[config.mk]
export PLATFORM = sky130hd
export DESIGN_NAME = lhp_ctrl
export DESIGN_NICKNAME = d
export VERILOG_FILES = /design/src/lhp_pkg.sv /design/src/lhp_ctrl.sv
export SDC_FILE = /design/constraint.sdc
export NUM_CORES = 1
export LEC_CHECK = 0
export BUFFER_PORTS_ARGS = -buffer_cell sky130_fd_sc_hd__buf_4
export CELL_PAD_IN_SITES_DETAIL_PLACEMENT = 1
export CELL_PAD_IN_SITES_GLOBAL_PLACEMENT = 1
export CORE_ASPECT_RATIO = 1.4
export CORE_UTILIZATION = 29
export DETAILED_ROUTE_END_ITERATION = 8
export MAX_ROUTING_LAYER = met4
export PLACE_DENSITY = 0.72
export SLEW_MARGIN = 20
export SYNTH_ARGS = -nofsm -noshare
export SYNTH_HDL_FRONTEND = slang
export SYNTH_SLANG_ARGS = --single-unit
[constraint.sdc]
create_clock -name clk -period 1.4 [get_ports clk]
set_clock_uncertainty 0.2 [all_clocks]
set_input_delay 0.21 -clock clk [delete_from_list [all_inputs] [get_ports clk]]
set_output_delay 0.21 -clock clk [all_outputs]
set_load 0.1 [all_outputs]
[src/lhp_pkg.sv]
// ----------------------------------------------------------------------------
// lhp_pkg
// Shared types and constants of the latency histogram.
// ----------------------------------------------------------------------------
package lhp_pkg;

  localparam logic CMD_INSERT = 1'b0;
  localparam logic CMD_QUERY  = 1'b1;

  // Controller to datapath commands.
  typedef enum logic [3:0] {
    OP_NONE,
    OP_CLEAR_STEP,   // zero one bucket, advance sweep address, clear scalar statistics
    OP_CLEAR_REGS,   // restart the sweep address at zero
    OP_LOAD,         // capture input item
    OP_INS_STEP,     // one decade step of rounding
    OP_INS_INDEX,    // compute bucket index, issue read
    OP_INS_WRITE,    // write back incremented bucket
    OP_Q_SETUP,      // scale percentile by total, load statistics
    OP_Q_DIV,        // one restoring-divide step
    OP_Q_SCAN,       // read one bucket, accumulate
    OP_Q_KEY,        // one key reconstruction step
    OP_Q_AVG,        // start average divide
    OP_Q_OUT         // present result
  } op_t;

  typedef struct packed {
    logic clr_done;
    logic ins_round_done;
    logic ins_drop;
    logic div_done;
    logic scan_hit;
    logic scan_end;
    logic key_done;
    logic empty;
  } stat_t;

  function automatic logic [63:0] pow10(input logic [3:0] e);
    logic [63:0] r;
    r = 64'd1;
    case (e)
      4'd0: r = 64'd1;
      4'd1: r = 64'd10;
      4'd2: r = 64'd100;
      4'd3: r = 64'd1000;
      4'd4: r = 64'd10000;
      4'd5: r = 64'd100000;
      4'd6: r = 64'd1000000;
      4'd7: r = 64'd10000000;
      4'd8: r = 64'd100000000;
      4'd9: r = 64'd1000000000;
      4'd10: r = 64'd10000000000;
      default: r = 64'd0;
    endcase
    return r;
  endfunction

endpackage

[src/lhp_ctrl.sv]
// ----------------------------------------------------------------------------
// lhp_ctrl
// Sequencer: clear sweep, insert rounding, query scan and mean divide.
// ----------------------------------------------------------------------------
module lhp_ctrl (
  input  logic           clk,
  input  logic           rst,
  input  logic           cfg_we,
  input  logic           in_valid,
  output logic           in_ready,
  input  logic           in_cmd,
  output logic           out_valid,
  input  logic           out_ready,
  input  lhp_pkg::stat_t st,
  output lhp_pkg::op_t   op
);
  import lhp_pkg::*;

  typedef enum logic [3:0] {
    S_CLR, S_IDLE, S_ROUND, S_INDEX, S_WRITE, S_SETUP,
    S_SCAN, S_KEY, S_AVG, S_ADIV, S_OUT
  } state_t;

  state_t state;

  assign in_ready  = (state == S_IDLE) && !cfg_we;
  assign out_valid = (state == S_OUT);

  // Command decode from state.
  always_comb begin
    op = OP_NONE;
    case (state)
      S_CLR:   op = OP_CLEAR_STEP;
      S_IDLE:  op = (in_valid && in_ready) ? OP_LOAD : OP_NONE;
      S_ROUND: op = OP_INS_STEP;
      S_INDEX: op = OP_INS_INDEX;
      S_WRITE: op = OP_INS_WRITE;
      S_SETUP: op = OP_Q_SETUP;
      S_SCAN:  op = OP_Q_SCAN;
      S_KEY:   op = OP_Q_KEY;
      S_AVG:   op = OP_Q_AVG;
      S_ADIV:  op = OP_Q_DIV;
      S_OUT:   op = OP_Q_OUT;
      default: op = OP_NONE;
    endcase
    if (cfg_we) op = OP_CLEAR_REGS;
  end

  always_ff @(posedge clk) begin
    if (rst || cfg_we) begin
      state <= S_CLR;
    end else begin
      case (state)
        S_CLR:   if (st.clr_done) state <= S_IDLE;
        S_IDLE:  if (in_valid) state <= (in_cmd == CMD_QUERY) ? S_SETUP : S_ROUND;
        S_ROUND: if (st.ins_round_done) state <= S_INDEX;
        S_INDEX: state <= st.ins_drop ? S_IDLE : S_WRITE;
        S_WRITE: state <= S_IDLE;
        S_SETUP: state <= st.empty ? S_OUT : S_SCAN;
        S_SCAN:  if (st.scan_hit) state <= S_KEY;
                 else if (st.scan_end) state <= S_AVG;
        S_KEY:   if (st.key_done) state <= S_AVG;
        S_AVG:   state <= S_ADIV;
        S_ADIV:  if (st.div_done) state <= S_OUT;
        S_OUT:   if (out_ready) state <= S_IDLE;
        default: state <= S_CLR;
      endcase
    end
  end
endmodule

==> flow_summary_export.csv, run 1 <==
group,metric,value,unit
placement,dp.cells,128,
sta,maxSlewViolCount,0,
layout,final_cells,138,
setup_path,cp-end-kind,"output port",
logic_synthesis,netlist_area,553.0,um^2
global_route,track_usage,29.14,%
min_path,min_path_type,"in -> reg",
clocking,clk_transition_reported_paths,0.04,ns
layout,nets,133,
layout,regArea,95.09,um^2
drt,drc,0,
placement,hpwlAfterDp,1.457,mm
floorplan,io_pins,20,
power,leakage,0.4492,nW
placement,dp_slack,-0.2886,ns
min_path,min_path_cells,3,
logic_synthesis,synth_top_cell_by_area,"dfxtp_1",
logic_synthesis,ys_seq_elements,4,
logic_synthesis,synth_cells,77,
drt,ant_nets,0,
setup_path,cp_slowest_stage_delay,0.40,ns
status,violations,"setup timing",
logic_synthesis,synth_top_cell_area_share,14.48,%
logic_synthesis,synthDistinctLibCells,34,
power,p_per_area,475.3,nW/um^2
setup_path,slowest_stage,"dfxtp_4",
setup_path,crit_fanout,7,
power,vdd_drop_max,0.0005055,V
floorplan,die_area,2088,um^2
sta,min_period,1.841,ns
run,maxCapViolCount,0,
placement,routabilityCongestion,0.8111,
floorplan,dieWidth,38.91,um
layout,drive_gt1_share,67.80,%
logic_synthesis,synthArstFlopShare,0,%
sta,hold_violations,0,
placement,io_buffers,19,
layout,reg_top3,"state (4)",
layout,antenna_cells,0,
global_route,grt_max_degree,10,
setup_path,crit_required,0.99,ns
setup_path,r2r_cells,7,
logic_synthesis,syn-num-nets,91,
setup_path,worstSetupPathType,"reg -> out",
min_path,min_from,"cfg_we",
sta,rsz0062_at_grt,"yes",
drt,first_iter_violations,11,
layout,largest-register,"state",
layout,syn_to_final_growth,107.5,%
global_route,grt_pass1_wl,3.953,mm
drt,vias_per_cell,5.601,
power,finalPower,0.5453,mW
global_route,grt_pass1_vias,821,
sta,slew_headroom,79.51,%
clocking,cts_tree,"built",
floorplan,rows,18,
setup_path,start_kind,"flop",
layout,multi_input_area,574.3,um^2
floorplan,design.core.area,1779,um^2
sta,worst_slew_pin_slew,0.3066,ns
drt,drtPass1Iterations,4,
clocking,htreeDepth,1,
status,outcome,"finished with violations",
global_route,antenna_found_initial,0,
layout,largest_reg_flops,4,
setup_path,cp_cell_sequence,"o21a_1, nor2_1, a311oi_2, nor2_2, nor2_4, buf_12",
clocking,cts_sinks,4,
drt,wl_per_cell,18.32,um
setup_path,critPathArrivalTime,1.43,ns
logic_synthesis,synthTopCellsByArea,"dfxtp_1 (14%), a21oi_1 (7.2%), nor2_1 (6.1%), nor2b_1 (5.7%), mux2i_1 (5.4%)",
setup_path,rr_startpoint,"state[2]",
sta,setup_ws,-0.4413,ns
min_path,hold-path-endpoint,"state[3]",
clocking,cts_buffers,3,
clocking,clockBufferDepth,2,
logic_synthesis,syn_avg_cell_area,7.182,um^2
sta,fmax,543.1,MHz
sta,fin_hold_ws,0.1517,ns
layout,final_util,64.49,%
sta,fin_crit_sh,131.5,%
logic_synthesis,synth-main-ff-cell,"dfxtp_1",
global_route,grt.overflow.total,0,
floorplan,die_y,53.67,um
setup_path,r2r_setup_slack,-0.30,ns
clocking,cts_root_buf,"clkbuf_4",
floorplan,initial_core_util,31.08,%
setup_path,reg2reg_to,"state[1]",
logic_synthesis,yosysWarnings,0,
sta,setup_viol,10,
logic_synthesis,ys_seq_area_share,14.48,%
logic_synthesis,synth_edf_count,0,
layout,n_fill_cell,206,
clocking,clk_latency,0.25,ns
drt,wirelength,2.528,mm
drt,vias,773,
-- final cells by class --
type	instances	area share (%)
flip-flops and latches	4	8.288
clock buffers	4	2.290
well taps	20	2.181
repair buffers	43	36.53
inverters	2	0.6543
multi-input cells	65	50.05
-- cell usage after synthesis (2+ instances only) --
master / number
nand2_1: 8
inv_1: 2
nor2_1: 9
buf_2: 3
a22oi_1: 2
nor2b_1: 5
nand2b_1: 2
nor3b_1: 2
nor3_1: 2
o21ai_0: 4
dfxtp_1: 4
o22ai_1: 2
mux2i_1: 3
a21oi_1: 8
nand3b_1: 2
-- where the power goes --
part | leakage, nW | total [mW] | internal [mW] | switching [mW]
clock network | 0.0150 | 0.167 | 0.108 | 0.0591
registers | 0.0355 | 0.119 | 0.112 | 0.00735
logic | 0.399 | 0.259 | 0.123 | 0.136
-- placed cells by master (no fill, tap or decap), types with 2 or more instances in the layout --
cell type and instances:
nor2b_4 3, buf_4 31, buf_12 6, nor2_4 4
o22ai_1 2, clkbuf_4 3, a21oi_1 6, nand3b_1 2
a22oi_2 3, nor2b_1 2, nor2_2 2, nand2_1 6
buf_6 5, nand2b_4 2, dfxtp_4 4, nand2_2 2
inv_1 2, nor2_1 3, mux2i_1 3, o21ai_0 2
-- kinds of logic after synthesis --
family	share of synthesized area, %
buffers and inverters	8.144
muxes	5.430
AOI/OAI and AO/OA	33.71
and+or+nand+nor	38.23
DFF	14.48
-- per-layer routing --
metal	global-route usage, %	part of all wire, %
met1	31.42	40
met3	2.893	2.2
met2	50.00	55
met4	17.24	2.8
met5	-	0
-- worst max path at each step --
stage | to | start | depth (start not counted)
6_report | op[0] | state[1] | 6
4_1_cts | op[1] | state[0] | 5
3_5_place_dp | op[0] | state[1] | 5
2_1_floorplan | op[0] | state[1] | 7
5_1_grt | op[0] | state[1] | 6
3_3_place_gp | op[0] | state[1] | 5
-- metrics by stage --
stage          area, um^2  TNS (ns)
6_report             1147    -3.189
5_1_grt              1147    -3.778
4_1_cts              1091    -3.005
3_5_place_dp        887.1    -1.991
3_3_place_gp        887.1    -1.770
2_1_floorplan       641.9    -1.714
-- critical path: cells and delay by family, from the launching register on --
family	cells	cell delay [ns]
AOI/OAI and AO/OA	2	0.37
and+or+nand+nor	3	0.24
DFF	1	0.40
buffers and inverters	1	0.18
-- repair_timing --
item	4_1_cts	5_1_grt
endpoints found under the setup margin	10	10
setup buffers	5	0
gates resized for setup	32	16
pin swaps	8	5
hold buffers	1	0
hold endpoints to repair	1	0
Power figures use the tool's default switching activity.
==> inputs of run 2 (changes only) <==
--- a/config.mk
+++ b/config.mk
@@ -11,7 +11,6 @@
 export CORE_ASPECT_RATIO = 1.4
 export CORE_UTILIZATION = 29
 export DETAILED_ROUTE_END_ITERATION = 8
-export MAX_ROUTING_LAYER = met4
 export PLACE_DENSITY = 0.72
 export SLEW_MARGIN = 20
 export SYNTH_ARGS = -nofsm -noshare
==> run 2 against run 1 <==
The run still ends with setup timing left. Register-to-register slack about the same. Sequential cell count unchanged. Clock-buffer cell count did not move. Cell area is the same. Power did not move. Routed wire length unchanged. Critical endpoint unchanged. Setup slack unchanged. Hold slack is the same. Core utilization unchanged. Via count is the same.
==> flow_summary_export.csv, run 2 (same netlist as run 1, synthesis figures left out) <==
group,metric,value,unit
layout,final_common_cell,"buf_4",
drt,ant_nets,0,
sta,slew_headroom,79.51,%
setup_path,slowest_stage,"dfxtp_4",
global_route,grt_max_degree,10,
sta,fin_tns_setup,-3.189,ns
layout,largest_reg_flops,4,
drt,first_iter_violations,11,
placement,routabilityCongestion,0.7997,
global_route,antenna_found_initial,0,
placement,io_buffers,19,
clocking,cts_buffers,3,
run,maxCapViolCount,0,
layout,antenna_cells,0,
layout,final_util,64.49,%
clocking,clk_latency,0.25,ns
setup_path,setup.worst_path.end,"op[0]",
setup_path,r2r_cells,7,
setup_path,rr_startpoint,"state[2]",
setup_path,cp_cell_sequence,"o21a_1, nor2_1, a311oi_2, nor2_2, nor2_4, buf_12",
drt,wl_per_cell,18.32,um
floorplan,die_area,2088,um^2
clocking,clk_transition_reported_paths,0.04,ns
min_path,min_path_cells,3,
clocking,clockBufferDepth,2,
clocking,htreeDepth,1,
setup_path,crit_buf_inv,1,
status,violations,"setup timing",
drt,wirelength,2.528,mm
sta,rsz0062_at_grt,"yes",
sta,hold_violations,0,
sta,fin_crit_sh,131.5,%
global_route,use_met2,49.72,%
layout,reg_top3,"state (4)",
setup_path,critPathArrivalTime,1.43,ns
setup_path,crit_fanout,7,
clocking,cts_root_buf,"clkbuf_4",
min_path,min_path_type,"in -> reg",
global_route,grt_pass1_wl,3.946,mm
setup_path,worstSetupPathType,"reg -> out",
setup_path,start_kind,"flop",
drt,vias_per_cell,5.601,
layout,largest-register,"state",
sta,setup_viol,10,
layout,syn_to_final_growth,107.5,%
clocking,cts_sinks,4,
placement,hpwlAfterDp,1.457,mm
global_route,met1_usage,31.67,%
sta,fmax,543.1,MHz
layout,final_cells,138,
floorplan,design.core.area,1779,um^2
setup_path,cp_slowest_stage_delay,0.40,ns
clocking,cts_tree,"built",
floorplan,initial_core_util,31.08,%
global_route,track_usage,28.12,%
floorplan,dieWidth,38.91,um
floorplan,rows,18,
setup_path,critical_path.startpoint,"state[1]",
global_route,met3_usage,1.653,%
setup_path,cp_top_family,"flip-flops",
layout,nets,133,
status,outcome,"finished with violations",
sta,fin_hold_ws,0.1517,ns
setup_path,cp-end-kind,"output port",
sta,maxSlewViolCount,0,
layout,drive_gt1_share,67.80,%
drt,vias,773,
setup_path,crit_required,0.99,ns
floorplan,io_pins,20,
global_route,grt.overflow.total,0,
sta,min_period,1.841,ns
power,vdd_drop_max,0.0005055,V
layout,final_cell_mix,"buf_4 (31), nand2_1 (6), a21oi_1 (6), buf_12 (6), buf_6 (5)",
placement,dp.cells,128,
drt,drc,0,
placement,dp_slack,-0.2886,ns
sta,worst_slew_pin_slew,0.3066,ns
floorplan,die_y,53.67,um
setup_path,r2r_setup_slack,-0.30,ns
power,leakage,0.4492,nW
power,p_per_area,475.3,nW/um^2
sta,setup_ws,-0.4413,ns
setup_path,cp_num_cells,6,
setup_path,reg2reg_to,"state[1]",
global_route,grt_pass1_vias,827,
drt,drtPass1Iterations,4,
global_route,busiest_layer,"met2",
[run 2: report_power, final]
group | leakage, nW | total, mW | switching [mW] | internal [mW]
combinational | 0.399 | 0.259 | 0.136 | 0.123
sequential | 0.0355 | 0.119 | 0.00735 | 0.112
clock | 0.0150 | 0.167 | 0.0591 | 0.108
[run 2: routing by layer]
layer	part of all wire (%)	vias to the layer above
li1	-	363
met1	40	386
met2	55	18
met3	2.2	6
met4	2.8	0
met5	0	-
[run 2: worst min path at each step]
| stage | startpoint | to | slack [ns] |
|---|---|---|---|
| after floorplan | cfg_we | state[3] | 0.07 |
| after global placement | rst | state[3] | 0.18 |
| after detailed placement | rst | state[3] | 0.18 |
| after CTS | cfg_we | state[3] | 0.13 |
| after global routing | cfg_we | state[3] | 0.16 |
| final | cfg_we | state[3] | 0.15 |
[run 2: metrics by stage]
step	instance area, um^2	total power [mW]
2_1_floorplan	641.9	0.2470
3_3_place_gp	887.1	0.3225
3_5_place_dp	887.1	0.3253
4_1_cts	1091	0.5237
5_1_grt	1147	0.5748
6_report	1147	0.5453
[run 2: final cells by class]
class / instances / area [um^2]
sequential: 4 / 95.09
tap: 20 / 25.02
inverter: 2 / 7.507
fill: 206 / 631.9
multi-input combinational: 65 / 574.3
timing repair buffer: 43 / 419.2
clock buffer: 4 / 26.28
[run 2: tightest hold or removal path, cell delays in order]
cell	delay, ns
buf_4	0.16
buf_4	0.15
nor3_2	0.04
[run 2: timing repair]
action,4_1_cts,5_1_grt
hold endpoints to repair,1,0
setup buffers,5,0
endpoints found under the setup margin,10,10
cloned,0,0
hold buffers,1,0
resized for setup,32,16
pin swaps,8,5
